--- src/rtl/core/thzac_pkg.sv ---
// Shared types and constants for the thermal zone aim controller.
package thzac_pkg;

  typedef enum logic [2:0] {
    ACT_PIXEL     = 3'd0,
    ACT_RELAY_ON  = 3'd1,
    ACT_RELAY_OFF = 3'd2,
    ACT_RESUME    = 3'd3,
    ACT_SET_AIM   = 3'd4
  } action_t;

  typedef enum logic [1:0] {
    REG_HOT_THRESHOLD = 2'd0,
    REG_AIM_STEP      = 2'd1,
    REG_AIM_MIN       = 2'd2,
    REG_AIM_MAX       = 2'd3
  } reg_index_t;

  // Zone verdict for the pixel currently presented to the frame counter.
  typedef struct packed {
    logic done;
    logic left_win;
    logic middle_win;
    logic right_win;
  } zone_dec_t;

  localparam int LEVEL_W = 12;
  localparam int STEP_W  = 7;
  localparam int ANGLE_W = 8;
  localparam int REQ_W   = 16;
  localparam int CFG_W   = 12;

  localparam logic [ANGLE_W-1:0] AIM_LIMIT = 8'd180;
  localparam logic [ANGLE_W-1:0] AIM_RESET = 8'd15;
  localparam logic signed [LEVEL_W-1:0] HOT_RESET = 12'sd280;
  localparam logic [STEP_W-1:0] STEP_RESET = 7'd10;

endpackage

--- src/rtl/core/thzac_frame.sv ---
// Frame pixel position, column tracking and hot pixel zone counters.
module thzac_frame #(
  parameter int FRAME_PIXELS = 64,
  parameter int ROW_WIDTH    = 8
) (
  input  logic                                   clk,
  input  logic                                   rst_n,
  input  logic                                   pix_en,
  input  logic signed [thzac_pkg::LEVEL_W-1:0]   pix_level,
  input  logic signed [thzac_pkg::LEVEL_W-1:0]   hot_threshold,
  output thzac_pkg::zone_dec_t                   dec
);

  localparam int POS_W = $clog2(FRAME_PIXELS);
  localparam int COL_W = (ROW_WIDTH > 1) ? $clog2(ROW_WIDTH) : 1;
  localparam int CNT_W = $clog2(FRAME_PIXELS + 1);
  localparam int CX_W  = COL_W + 3;
  localparam logic [CX_W-1:0]  LEFT_LIM = CX_W'(3 * ROW_WIDTH);
  localparam logic [CX_W-1:0]  MID_LIM  = CX_W'(5 * ROW_WIDTH);
  localparam logic [POS_W-1:0] POS_LAST = POS_W'(FRAME_PIXELS - 1);
  localparam logic [COL_W-1:0] COL_LAST = COL_W'(ROW_WIDTH - 1);

  logic [POS_W-1:0] pos_r, pos_nxt;
  logic [COL_W-1:0] col_r, col_nxt;
  logic [CNT_W-1:0] left_r, middle_r, right_r;
  logic [CNT_W-1:0] left_nxt, middle_nxt, right_nxt;
  logic [CX_W-1:0]  col_x8;
  logic             hot, is_left, is_middle, last;

  assign col_x8    = {col_r, 3'b000};
  assign hot       = pix_level > hot_threshold;
  assign is_left   = col_x8 < LEFT_LIM;
  assign is_middle = !is_left && (col_x8 < MID_LIM);
  assign last      = pos_r == POS_LAST;

  assign left_nxt   = left_r   + CNT_W'(hot && is_left);
  assign middle_nxt = middle_r + CNT_W'(hot && is_middle);
  assign right_nxt  = right_r  + CNT_W'(hot && !is_left && !is_middle);

  always_comb begin
    dec.done       = last;
    dec.left_win   = (left_nxt > middle_nxt) && (left_nxt > right_nxt);
    dec.middle_win = (middle_nxt > left_nxt) && (middle_nxt > right_nxt);
    dec.right_win  = (right_nxt > left_nxt) && (right_nxt > middle_nxt);
  end

  always_comb begin
    pos_nxt = last ? '0 : pos_r + POS_W'(1);
    if (last || col_r == COL_LAST) begin
      col_nxt = '0;
    end else begin
      col_nxt = col_r + COL_W'(1);
    end
  end

  always_ff @(posedge clk) begin
    if (!rst_n) begin
      pos_r    <= '0;
      col_r    <= '0;
      left_r   <= '0;
      middle_r <= '0;
      right_r  <= '0;
    end else if (pix_en) begin
      pos_r <= pos_nxt;
      col_r <= col_nxt;
      if (last) begin
        left_r   <= '0;
        middle_r <= '0;
        right_r  <= '0;
      end else begin
        left_r   <= left_nxt;
        middle_r <= middle_nxt;
        right_r  <= right_nxt;
      end
    end
  end

endmodule

--- src/rtl/core/thermal_zone_aim_controller.sv ---
// Thermal zone aim controller: hot pixel zone tracking, aim servo and relay control.
// Takes one item per clock unless a result waits on out_ready: a transfer lands in an
// input register, then a single pass updates the frame counters, aim, relay and sentry
// state and loads the result register, so each item yields one result, and a new item
// may follow before the last one has left. While a result waits, the input register
// still takes one more transfer before in_ready drops. Pixels
// arrive in raster order, FRAME_PIXELS per frame, ROW_WIDTH per row; the last pixel
// of a frame closes it and drives tracking, spraying or sweeping when sentry mode is on.
module thermal_zone_aim_controller #(
  parameter int FRAME_PIXELS = 64,
  parameter int ROW_WIDTH    = 8
) (
  input  logic                                   clk,
  input  logic                                   rst_n,
  input  logic                                   in_valid,
  output logic                                   in_ready,
  input  logic [2:0]                             in_action,
  input  logic signed [thzac_pkg::LEVEL_W-1:0]   in_pixel_level,
  input  logic signed [thzac_pkg::REQ_W-1:0]     in_aim_request,
  output logic                                   out_valid,
  input  logic                                   out_ready,
  output logic [thzac_pkg::ANGLE_W-1:0]          out_aim_angle,
  output logic                                   out_relay_level,
  output logic                                   out_spray_pulse,
  output logic                                   out_sentry_active,
  output logic                                   out_frame_done,
  input  logic                                   cfg_we,
  input  logic [1:0]                             cfg_index,
  input  logic [thzac_pkg::CFG_W-1:0]            cfg_data
);

  localparam int AW = thzac_pkg::ANGLE_W;
  localparam int EW = AW + 2;

  // configuration
  logic signed [thzac_pkg::LEVEL_W-1:0] hot_threshold_r;
  logic [thzac_pkg::STEP_W-1:0]         aim_step_r;
  logic [AW-1:0]                        aim_min_r, aim_max_r;

  // input stage
  logic                                 s1_valid_r;
  logic [2:0]                           s1_action_r;
  logic signed [thzac_pkg::LEVEL_W-1:0] s1_level_r;
  logic signed [thzac_pkg::REQ_W-1:0]   s1_req_r;

  // controller state
  logic [AW-1:0] aim_r, aim_nxt;
  logic          sweep_up_r, sweep_up_nxt;
  logic          sentry_r, sentry_nxt;
  logic          relay_r, relay_nxt;
  logic          spray_nxt, done_nxt;

  logic          out_valid_r;
  logic          advance;
  logic          pix_en;
  thzac_pkg::zone_dec_t dec;

  logic [AW-1:0]        lo, hi;
  logic signed [EW-1:0] aim_e, step_e, lo_e, hi_e, moved, sat_lo;
  logic signed [thzac_pkg::REQ_W-1:0] lo_q, hi_q;

  assign advance   = s1_valid_r && (!out_valid_r || out_ready);
  assign in_ready  = !s1_valid_r || advance;
  assign out_valid = out_valid_r;
  assign pix_en    = advance && (s1_action_r == thzac_pkg::ACT_PIXEL);

  always_ff @(posedge clk) begin
    if (!rst_n) begin
      hot_threshold_r <= thzac_pkg::HOT_RESET;
      aim_step_r      <= thzac_pkg::STEP_RESET;
      aim_min_r       <= '0;
      aim_max_r       <= thzac_pkg::AIM_LIMIT;
    end else if (cfg_we) begin
      case (cfg_index)
        thzac_pkg::REG_HOT_THRESHOLD: hot_threshold_r <= cfg_data;
        thzac_pkg::REG_AIM_STEP:      aim_step_r <= cfg_data[thzac_pkg::STEP_W-1:0];
        thzac_pkg::REG_AIM_MIN:       aim_min_r <= cfg_data[AW-1:0];
        thzac_pkg::REG_AIM_MAX:       aim_max_r <= cfg_data[AW-1:0];
        default: ;
      endcase
    end
  end

  always_ff @(posedge clk) begin
    if (!rst_n) begin
      s1_valid_r <= 1'b0;
    end else if (in_ready) begin
      s1_valid_r <= in_valid;
    end
  end

  always_ff @(posedge clk) begin
    if (in_ready && in_valid) begin
      s1_action_r <= in_action;
      s1_level_r  <= in_pixel_level;
      s1_req_r    <= in_aim_request;
    end
  end

  thzac_frame #(
    .FRAME_PIXELS(FRAME_PIXELS),
    .ROW_WIDTH   (ROW_WIDTH)
  ) u_frame (
    .clk          (clk),
    .rst_n        (rst_n),
    .pix_en       (pix_en),
    .pix_level    (s1_level_r),
    .hot_threshold(hot_threshold_r),
    .dec          (dec)
  );

  // effective limits, capped at the servo range
  assign lo   = (aim_min_r > thzac_pkg::AIM_LIMIT) ? thzac_pkg::AIM_LIMIT : aim_min_r;
  assign hi   = (aim_max_r > thzac_pkg::AIM_LIMIT) ? thzac_pkg::AIM_LIMIT : aim_max_r;
  assign aim_e  = signed'({2'b00, aim_r});
  assign step_e = signed'({3'b000, aim_step_r});
  assign lo_e   = signed'({2'b00, lo});
  assign hi_e   = signed'({2'b00, hi});
  assign lo_q   = signed'({8'h00, lo});
  assign hi_q   = signed'({8'h00, hi});

  always_comb begin
    aim_nxt      = aim_r;
    sweep_up_nxt = sweep_up_r;
    sentry_nxt   = sentry_r;
    relay_nxt    = relay_r;
    spray_nxt    = 1'b0;
    done_nxt     = 1'b0;
    moved        = aim_e;
    sat_lo       = aim_e;
    case (s1_action_r)
      thzac_pkg::ACT_PIXEL: begin
        done_nxt = dec.done;
        if (dec.done && sentry_r) begin
          if (dec.left_win) begin
            moved = aim_e - step_e;
          end else if (dec.middle_win) begin
            spray_nxt = 1'b1;
            relay_nxt = 1'b0;
          end else if (dec.right_win) begin
            moved = aim_e + step_e;
          end else begin
            // tie: sweep, reversing at a limit
            if (aim_e >= hi_e || aim_e <= lo_e) begin
              sweep_up_nxt = !sweep_up_r;
            end
            moved = (aim_e >= hi_e || aim_e <= lo_e) ^ sweep_up_r ?
                    aim_e + step_e : aim_e - step_e;
          end
          sat_lo  = (moved < lo_e) ? lo_e : moved;
          aim_nxt = (sat_lo > hi_e) ? hi : sat_lo[AW-1:0];
        end
      end
      thzac_pkg::ACT_RELAY_ON: begin
        relay_nxt  = 1'b1;
        sentry_nxt = 1'b0;
      end
      thzac_pkg::ACT_RELAY_OFF: begin
        relay_nxt  = 1'b0;
        sentry_nxt = 1'b0;
      end
      thzac_pkg::ACT_RESUME: begin
        sentry_nxt = 1'b1;
      end
      thzac_pkg::ACT_SET_AIM: begin
        if (s1_req_r >= lo_q && s1_req_r <= hi_q) begin
          aim_nxt = s1_req_r[AW-1:0];
        end
      end
      default: ;
    endcase
  end

  always_ff @(posedge clk) begin
    if (!rst_n) begin
      aim_r       <= thzac_pkg::AIM_RESET;
      sweep_up_r  <= 1'b0;
      sentry_r    <= 1'b1;
      relay_r     <= 1'b0;
      out_valid_r <= 1'b0;
    end else begin
      if (advance) begin
        aim_r      <= aim_nxt;
        sweep_up_r <= sweep_up_nxt;
        sentry_r   <= sentry_nxt;
        relay_r    <= relay_nxt;
      end
      if (advance) begin
        out_valid_r <= 1'b1;
      end else if (out_ready) begin
        out_valid_r <= 1'b0;
      end
    end
  end

  always_ff @(posedge clk) begin
    if (advance) begin
      out_aim_angle     <= aim_nxt;
      out_relay_level   <= relay_nxt;
      out_spray_pulse   <= spray_nxt;
      out_sentry_active <= sentry_nxt;
      out_frame_done    <= done_nxt;
    end
  end

  a_spray_context: assert property (@(posedge clk) disable iff (!rst_n)
    out_valid_r && out_spray_pulse |->
      out_frame_done && !out_relay_level && out_sentry_active)
    else $error("spray pulse without closed frame in sentry mode");

  a_aim_range: assert property (@(posedge clk) disable iff (!rst_n)
    aim_r <= thzac_pkg::AIM_LIMIT)
    else $error("aim beyond servo range");

  a_cmd_no_frame: assert property (@(posedge clk) disable iff (!rst_n)
    advance && (s1_action_r != thzac_pkg::ACT_PIXEL) |=> !out_frame_done)
    else $error("command closed a frame");

endmodule
--- config.mk ---
export PLATFORM = sky130hd
export DESIGN_NAME = thermal_zone_aim_controller
export DESIGN_NICKNAME = d
export VERILOG_FILES = /design/src/rtl/core/thzac_pkg.sv /design/src/rtl/core/thzac_frame.sv /design/src/rtl/core/thermal_zone_aim_controller.sv
export SDC_FILE = /design/constraint.sdc
export NUM_CORES = 1
export LEC_CHECK = 0
export ABC_CLOCK_PERIOD_IN_PS = 10850
export BUFFER_PORTS_ARGS = -buffer_cell sky130_fd_sc_hd__clkbuf_2
export CAP_MARGIN = 20
export CORE_AREA = 2 2 128 130
export DETAILED_ROUTE_END_ITERATION = 8
export DIE_AREA = 0 0 130 132
export PLACE_DENSITY_LB_ADDON = 0.2
export REMOVE_ABC_BUFFERS = 1
export SYNTH_ARGS = -nofsm -noshare
export SYNTH_HDL_FRONTEND = slang
export SYNTH_SLANG_ARGS = --single-unit
--- constraint.sdc ---
create_clock -name clk -period 10.85 [get_ports clk]
set_clock_uncertainty 0.05 [all_clocks]
set_input_delay 0.5425 -clock clk [delete_from_list [all_inputs] [get_ports clk]]
set_output_delay 0.5425 -clock clk [all_outputs]
set_load 0.02 [all_outputs]
* Word-level counts from Yosys, hierarchy flattened
Index checks and enable logic that the tools add are counted.
** Cells by class
- Add/subtract/negate cells :: 7
- Magnitude comparators :: 17
- Equality and inequality tests :: 9
- Mux-type cells :: 26
- Bitwise gates (word level) :: 6
- Reduce and logical (&&, ||, !) cells :: 32
** Operator list (number)
- 10-bit two-way mux :: 7
- 7-bit greater-than comparator :: 6
- 8-bit two-way mux :: 5
- 7-bit by 1-bit adder with 7-bit output :: 3
- 7-bit two-way mux :: 3
- 16-bit by 9-bit >= comparator with 1-bit output :: 1
- 8-bit greater-than comparator (second input constant) :: 2
- 16-bit by 9-bit less-or-equal comparator with 1-bit output :: 1
- 8-bit one-hot mux with 2 select lines :: 1
- 1-bit logical AND :: 13
- 12-bit greater-than comparator :: 1
- 10-bit by 9-bit greater-than comparator with 1-bit output :: 1
- 10-bit by 9-bit < comparator with 1-bit output :: 1
- 8-bit by 7-bit adder with 9-bit output :: 1
- 8-bit by 7-bit subtractor with 9-bit output :: 1
- 8-bit >= comparator :: 1
- 8-bit less-or-equal comparator :: 1
- 2-bit AND reduction :: 4
- 7-bit AND reduction :: 1
- 6-bit by 1-bit adder with 6-bit output (second input constant) :: 1
- 3-bit by 2-bit equality test with 1-bit output (second input constant) :: 2
- 3-bit equality test (second input constant) :: 2
- 6-bit equality test (second input constant) :: 1
- 6-bit by 5-bit < comparator with 1-bit output (second input constant) :: 1
- other kinds (19) :: 36
** Storage, ports and cells
- Flip-flop bits (word level) :: 121
- Input port bits :: 50
- Output and inout port bits :: 14
- Logic and storage cells :: 120

* Depth between registers and ports, before layout
- Depth after elaboration :: 19
- Gate-level depth with buffers :: 52
- Gate-level depth less buffers :: 49

* Cells and area by module
From an unflattened synthesis, not the netlist that was laid out.
** Second synthesis, totals
- Cells, all modules :: 959
- Area total of the unflattened synthesis :: 8431.8 µm²
** By module, submodules not included
- thermal_zone_aim_controller :: instances 1, cells each 658, area an instance 5974.5 µm², seq. area each 2252.2 µm²
- thzac_frame :: instances 1, cells each 301, area an instance 2457.4 µm², seq. area each 600.6 µm²

* Worst setup path after synthesis
OpenSTA, ideal clock, no wires.
- Kind :: register to register
- From :: register hot_threshold_r[1] (netlist name)
- To :: register out_aim_angle[0] (netlist name) (data pin)
- Setup time :: 261 ps
- Arrival :: 8812 ps
- Data required time :: 10539 ps
- Setup slack :: 1728 ps
- Cell stages (with the launch flop) :: 52
- Buffers on the path :: 2
- Period minus slack after synthesis :: 9122 ps
- Cells stage by stage :: dfxtp_1 inv_1 ha_1 nor2b_1 o21a_1 o21a_1 o21a_1 o21a_1 o21a_1 o21ai_0 a21oi_1 o31a_1 o41ai_1 nor2_1 ha_1 ha_1 nand3_1 xor2_1 [16 not listed] ha_1 inv_1 nor2_1 a21oi_1 inv_1 ha_1 nor2b_1 o21a_1 o21a_1 o21a_1 o21a_1 o211ai_1 a211oi_1 a21oi_1 buf_4 mux2_2 o21ai_0 nand2_1
** On the way
- Word-level cells in the longest chain between the ends :: 17
- Elaborated cells between the ends (all ways) :: 28
- Those cells by class :: add/sub (3); order compare (9); mux (9); reduce/logical (7)
** Ends and longest elaborated chain
- from (decl) :: line thermal_zone_aim_controller.sv:36 : logic signed [thzac_pkg::LEVEL_W-1:0] hot_threshold_r;
- from (signal assigned) :: line thermal_zone_aim_controller.sv:69 : hot_threshold_r <= thzac_pkg::HOT_RESET;
- from (signal assigned) :: line thermal_zone_aim_controller.sv:75 : thzac_pkg::REG_HOT_THRESHOLD: hot_threshold_r <= cfg_data;
- 12-bit greater-than comparator * :: line thzac_frame.sv:31 : assign hot = pix_level > hot_threshold;
- 1-bit logical AND (2 in a row) :: line thzac_frame.sv:38 : assign right_nxt = right_r + CNT_W'(hot && !is_left && !is_middle);
- 7-bit by 1-bit adder with 7-bit output :: line thzac_frame.sv:38
- 7-bit greater-than comparator :: line thzac_frame.sv:44 : dec.right_win = (right_nxt > left_nxt) && (right_nxt > middle_nxt);
- 1-bit logical AND :: line thzac_frame.sv:44
- 10-bit two-way mux :: line thermal_zone_aim_controller.sv:140 : end else if (dec.right_win) begin
- 10-bit two-way mux :: line thermal_zone_aim_controller.sv:137 : end else if (dec.middle_win) begin
- 10-bit two-way mux * :: line thermal_zone_aim_controller.sv:135 : if (dec.left_win) begin
- 10-bit two-way mux * :: line thermal_zone_aim_controller.sv:134 : if (dec.done && sentry_r) begin
- 10-bit two-way mux * :: line thermal_zone_aim_controller.sv:131 : case (s1_action_r)
- 10-bit by 9-bit < comparator with 1-bit output :: line thermal_zone_aim_controller.sv:150 : sat_lo = (moved < lo_e) ? lo_e : moved;
- 10-bit two-way mux * :: line thermal_zone_aim_controller.sv:150
- 10-bit by 9-bit greater-than comparator with 1-bit output :: line thermal_zone_aim_controller.sv:151 : aim_nxt = (sat_lo > hi_e) ? hi : sat_lo[AW-1:0];
- 8-bit two-way mux * :: line thermal_zone_aim_controller.sv:151
- 8-bit two-way mux * :: line thermal_zone_aim_controller.sv:134
- 8-bit one-hot mux with 2 select lines * :: line thermal_zone_aim_controller.sv:131
- net aim_nxt[0] :: line thermal_zone_aim_controller.sv:47 : logic [AW-1:0] aim_r, aim_nxt;
- to (signal assigned) :: line thermal_zone_aim_controller.sv:198 : out_aim_angle <= aim_nxt;
- to (decl) :: line thermal_zone_aim_controller.sv:22 : output logic [thzac_pkg::ANGLE_W-1:0] out_aim_angle,
Mark *: on every way through the listed nets, which the timed path passes. The rest lies on a longest branch. The select of a mux whose other input is x is not followed.
A chain may end at the register's enable or synchronous reset.

* Worst setup path in the final report
- From :: register s1_level_r[1] (netlist name)
- To :: register out_aim_angle[0] (netlist name) (data pin)
** On the way
- Word-level cells in the longest chain between the ends :: 17
- Elaborated cells between the ends (all ways) :: 28
- Those cells by class :: add/sub (3); order compare (9); mux (9); reduce/logical (7)
** Ends and longest elaborated chain
- from (decl) :: line thermal_zone_aim_controller.sv:43 : logic signed [thzac_pkg::LEVEL_W-1:0] s1_level_r;
- from (signal assigned) :: line thermal_zone_aim_controller.sv:95 : s1_level_r <= in_pixel_level;
- 12-bit greater-than comparator * :: line thzac_frame.sv:31
- 1-bit logical AND (2 in a row) :: line thzac_frame.sv:38
- 7-bit by 1-bit adder with 7-bit output :: line thzac_frame.sv:38
- 7-bit greater-than comparator :: line thzac_frame.sv:44
- 1-bit logical AND :: line thzac_frame.sv:44
- 10-bit two-way mux :: line thermal_zone_aim_controller.sv:140
- 10-bit two-way mux :: line thermal_zone_aim_controller.sv:137
- 10-bit two-way mux * :: line thermal_zone_aim_controller.sv:135
- 10-bit two-way mux * :: line thermal_zone_aim_controller.sv:134
- 10-bit two-way mux * :: line thermal_zone_aim_controller.sv:131
- 10-bit by 9-bit < comparator with 1-bit output :: line thermal_zone_aim_controller.sv:150
- 10-bit two-way mux * :: line thermal_zone_aim_controller.sv:150
- 10-bit by 9-bit greater-than comparator with 1-bit output :: line thermal_zone_aim_controller.sv:151
- 8-bit two-way mux * :: line thermal_zone_aim_controller.sv:151
- 8-bit two-way mux * :: line thermal_zone_aim_controller.sv:134
- 8-bit one-hot mux with 2 select lines * :: line thermal_zone_aim_controller.sv:131
- net aim_nxt[0] :: line thermal_zone_aim_controller.sv:47
Marks and branches as above.

==> results.toml <==
[layout]
finalNetCount = 1101
final_area_um2 = 8876
fin_util_pct = 56.49
antenna_cells = 0
drive_gt1_share_pct = 12.50
area_delta_synth_final_pct = 14.09
instances_no_fill = 1176

[clocking]
clk_transition_reported_paths_ps = 60
cts_made_buffers = 17
clock_path_buffers = 2
ctsHtreeMaxLevel = 4
cts_tree = "done"
cts-root-buf = "sky130_fd_sc_hd__clkbuf_16"
worst_skew_pair.late_latency_ps = 420
clkSinkCount = 121

[grt]
first_global_vias = 6221
grt_max_degree = 41
groute.layer.met2.usage_pct = 36.45
global_route.peak_usage_layer = "met2"
grt_overflow = 0
grt_first_pass_wirelength_mm = 31.46
grt.total_usage_pct = 23.34
use_met3_pct = 4.789
met1_track_demand_over_resource_in_global_routing_pct = 32.66
initial_antenna_violation_count = 0

[worst_setup_path]
critPathTopFamily = "compound AO/OA/AOI/OAI gates"
cpMostUsedCell = "sky130_fd_sc_hd__o21a_1"
path_max_fanout = 8
critPathKind = "reg2reg"
crit_arrival_ps = 10200
regToRegSetupSlack_ps = 760
r2r_end = "out_aim_angle[0]"
rr_startpoint = "s1_level_r[1]"
critPathCaptureType = "flip-flop"
cp_slowest_cell = "sky130_fd_sc_hd__a2111oi_2"
path_buf_inv = 3
max_stage_delay_ps = 410
cp-start-kind = "flip-flop"
required_time_worst_endpoint_ps = 10960
worst-r2r-cell-count = 49

[synthesis]
cell_variety_after_synth = 69
post_synth_inst_count = 881
ys.flop_type = "sky130_fd_sc_hd__dfxtp_1"
number_of_synthesized_register_bits = 121
synth_seq_area_share_pct = 36.67
netlist_area_um2 = 7780
ys_async_sr_fraction_pct = 0
number_of_enable_flip_flop_cells_after_synthesis = 43
synthesis.yosys.warnings = 0
syn_area_per_cell_um2 = 8.831

[sta]
fmaxAchievable_mhz = 99.15
rsz0062_at_grt = "false"
finalHoldViolCount = 0
final-setup-viol-count = 0
tightest_slew_ps = 1000
slew_headroom_pct = 32.48
drv_slew = 0
holdWs_ps = 243.1
tns_ps = 0
shortest_clock_period_the_worst_path_allows_after_layout_ps = 10090
finalCritPeriodShare_pct = 92.96

[floorplan]
placement_rows = 46
dieHeight_um = 132
initial_utilization_pct = 49.51
pin_count = 64
floorplan.die_area_um2 = 17160
core-area_um2 = 15710
die_width_um = 130

[drt]
count_of_unresolved_drc_violations_after_routing = 0
routed_wl_mm = 19.56
drtPass1Iterations = 5
vias = 6522
detail_route.wl_per_cell_um = 16.63
antenna_violating_nets_post_route = 0
detailedRoute.firstIterationViolations = 443
drt-vias-per-instance = 5.546

[power_and_ir_drop]
power.net_switching_w = 0.0004210
p_sw_share_pct = 30.88
static-leakage-power_nw = 3.756
internal_power_w = 0.0009424
power.share.combinational_pct = 23.9
cellPowerDensity_nw_per_um2 = 153.6
maximum_ir_drop_on_the_vdd_rail_uv = 123.2
clock_network_power_share_pct = 39.3
seq_power_share_pct = 36.8

[placed_design]
port_buffers = 63
placedCellCount = 1144
dpl.hpwl_mm = 14.59
postPlaceCellArea_um2 = 8324
gp_congestion = 0.9151

[outcome]
run_status = "completed"

[run]
drv.max_cap_violation_count = 0

[hold_path]
hold-path-endpoint = "s1_level_r[11]"
worst_min_path_start = "in_pixel_level[11]"
min_path_type = "in2reg"
whs_path_cells = 1
[sequential cells by signal, summed over array words and instances, names as in the netlist, 6 cells and up]
signal            flops
s1_req_r             16
hot_threshold_r      12
s1_level_r           12
aim_max_r             8
aim_min_r             8
aim_r                 8
out_aim_angle         8
aim_step_r            7
u_frame.left_r        7
u_frame.middle_r      7
u_frame.right_r       7
u_frame.pos_r         6
[layer usage]
layer  part of all wire, %  up-vias
met4                   1.4        0
met1                    48     3056
li1                      -     3292
met5                     0        -
met2                    46      152
met3                   4.5       22
[layout make-up]
| class | count | area, um^2 |
|---|---|---|
| fillers | 1417 | 6837 |
| multi-input cells | 673 | 4579 |
| flip-flops and latches | 121 | 2853 |
| clock buffers | 17 | 425.4 |
| repair buffers | 74 | 397.9 |
| well taps | 216 | 270.3 |
| inverters | 60 | 225.2 |
| clock inverters | 15 | 125.1 |
[worst register-to-register path: cells and delay by family (launching register included)]
| kind | cells | cell delay, ps |
|---|---|---|
| flops | 1 | 380 |
| compound gates | 25 | 4550 |
| fa+ha+maj | 7 | 2030 |
| buf+inv | 3 | 450 |
| mux | 2 | 580 |
| simple gates | 10 | 1170 |
| xor+xnor | 2 | 600 |
[worst max path at each step]
| stage | endpoint | slack [ps] | startpoint | cells after the start |
|---|---|---|---|---|
| after floorplan | out_aim_angle[0] | 1070 | hot_threshold_r[1] | 48 |
| after global placement | out_aim_angle[0] | 1130 | hot_threshold_r[1] | 51 |
| after detailed placement | out_aim_angle[0] | 860 | hot_threshold_r[1] | 51 |
| after CTS | out_aim_angle[0] | 770 | hot_threshold_r[1] | 51 |
| after global routing | out_aim_angle[0] | 30 | hot_threshold_r[1] | 50 |
| final | out_aim_angle[0] | 760 | s1_level_r[1] | 49 |
[cells by family after synthesis]
family	synth area share (%)
compound gates	17.67
xor+xnor	3.619
simple gates	18.21
flops	36.67
buf+inv	4.551
fa+ha+maj	17.05
mux	2.235
[metrics by stage]
stage,setup WS (ps),total power [W]
6_report,763.9,0.001363
5_1_grt,27.73,0.001427
4_1_cts,769.7,0.001365
3_5_place_dp,863.9,0.0008271
3_3_place_gp,1127,0.0008248
2_1_floorplan,1074,0.0007340
[synthesized netlist by cell type (4+ instances only)]
master	instances	area, um^2
sky130_fd_sc_hd__o211ai_1	15	112.6
sky130_fd_sc_hd__nand4_1	12	75.07
sky130_fd_sc_hd__o21ai_1	7	35.03
sky130_fd_sc_hd__a21oi_1	79	395.4
sky130_fd_sc_hd__ha_1	102	1276
sky130_fd_sc_hd__a22oi_1	20	150.1
sky130_fd_sc_hd__nor3b_1	4	30.03
sky130_fd_sc_hd__nand2_1	100	375.4
sky130_fd_sc_hd__nand2b_1	6	37.54
sky130_fd_sc_hd__nor4_1	4	25.02
sky130_fd_sc_hd__clkbuf_1	20	75.07
sky130_fd_sc_hd__nor2b_1	20	125.1
sky130_fd_sc_hd__xor2_1	15	131.4
sky130_fd_sc_hd__nand3_1	30	150.1
sky130_fd_sc_hd__a21o_1	8	60.06
sky130_fd_sc_hd__dfxtp_1	78	1562
sky130_fd_sc_hd__and2_1	11	68.82
sky130_fd_sc_hd__edfxtp_1	43	1291
sky130_fd_sc_hd__o21a_1	11	82.58
sky130_fd_sc_hd__a31oi_1	4	25.02
sky130_fd_sc_hd__nor3_1	12	60.06
sky130_fd_sc_hd__o21ai_0	36	180.2
sky130_fd_sc_hd__inv_1	60	225.2
sky130_fd_sc_hd__and3_1	4	25.02
sky130_fd_sc_hd__or3_1	7	43.79
sky130_fd_sc_hd__xnor2_1	14	122.6
sky130_fd_sc_hd__nor2_1	86	322.8
sky130_fd_sc_hd__mux2i_1	14	140.1
[layout by cell type (no fill, tap or decap), types with 12 or more instances in the layout]
cell,n
sky130_fd_sc_hd__a21oi_1,79
sky130_fd_sc_hd__a22oi_1,20
sky130_fd_sc_hd__clkbuf_16,17
sky130_fd_sc_hd__clkbuf_2,63
sky130_fd_sc_hd__dfxtp_1,78
sky130_fd_sc_hd__edfxtp_1,43
sky130_fd_sc_hd__ha_1,102
sky130_fd_sc_hd__inv_1,59
sky130_fd_sc_hd__mux2i_1,14
sky130_fd_sc_hd__nand2_1,100
sky130_fd_sc_hd__nand3_1,30
sky130_fd_sc_hd__nand4_1,12
sky130_fd_sc_hd__nor2_1,86
sky130_fd_sc_hd__nor2b_1,20
sky130_fd_sc_hd__nor3_1,12
sky130_fd_sc_hd__o211ai_1,15
sky130_fd_sc_hd__o21ai_0,36
sky130_fd_sc_hd__xnor2_1,14
sky130_fd_sc_hd__xor2_1,15
[what timing repair did]
item	4_1_cts	5_1_grt
resized for setup	0	1
hold buffers	0	0
endpoints found under the setup margin	0	2
setup buffers	0	0
[power groups by stage]
stage               Combinational (W)  Clock, W  Sequential [W]
finish                       0.000326  0.000536        0.000501
global route                 0.000365  0.000559        0.000503
CTS                          0.000322  0.000542        0.000501
detailed placement           0.000317         0        0.000510
floorplan                    0.000225         0        0.000509
global placement             0.000314         0        0.000510
(Power assumes the default switching activity.)
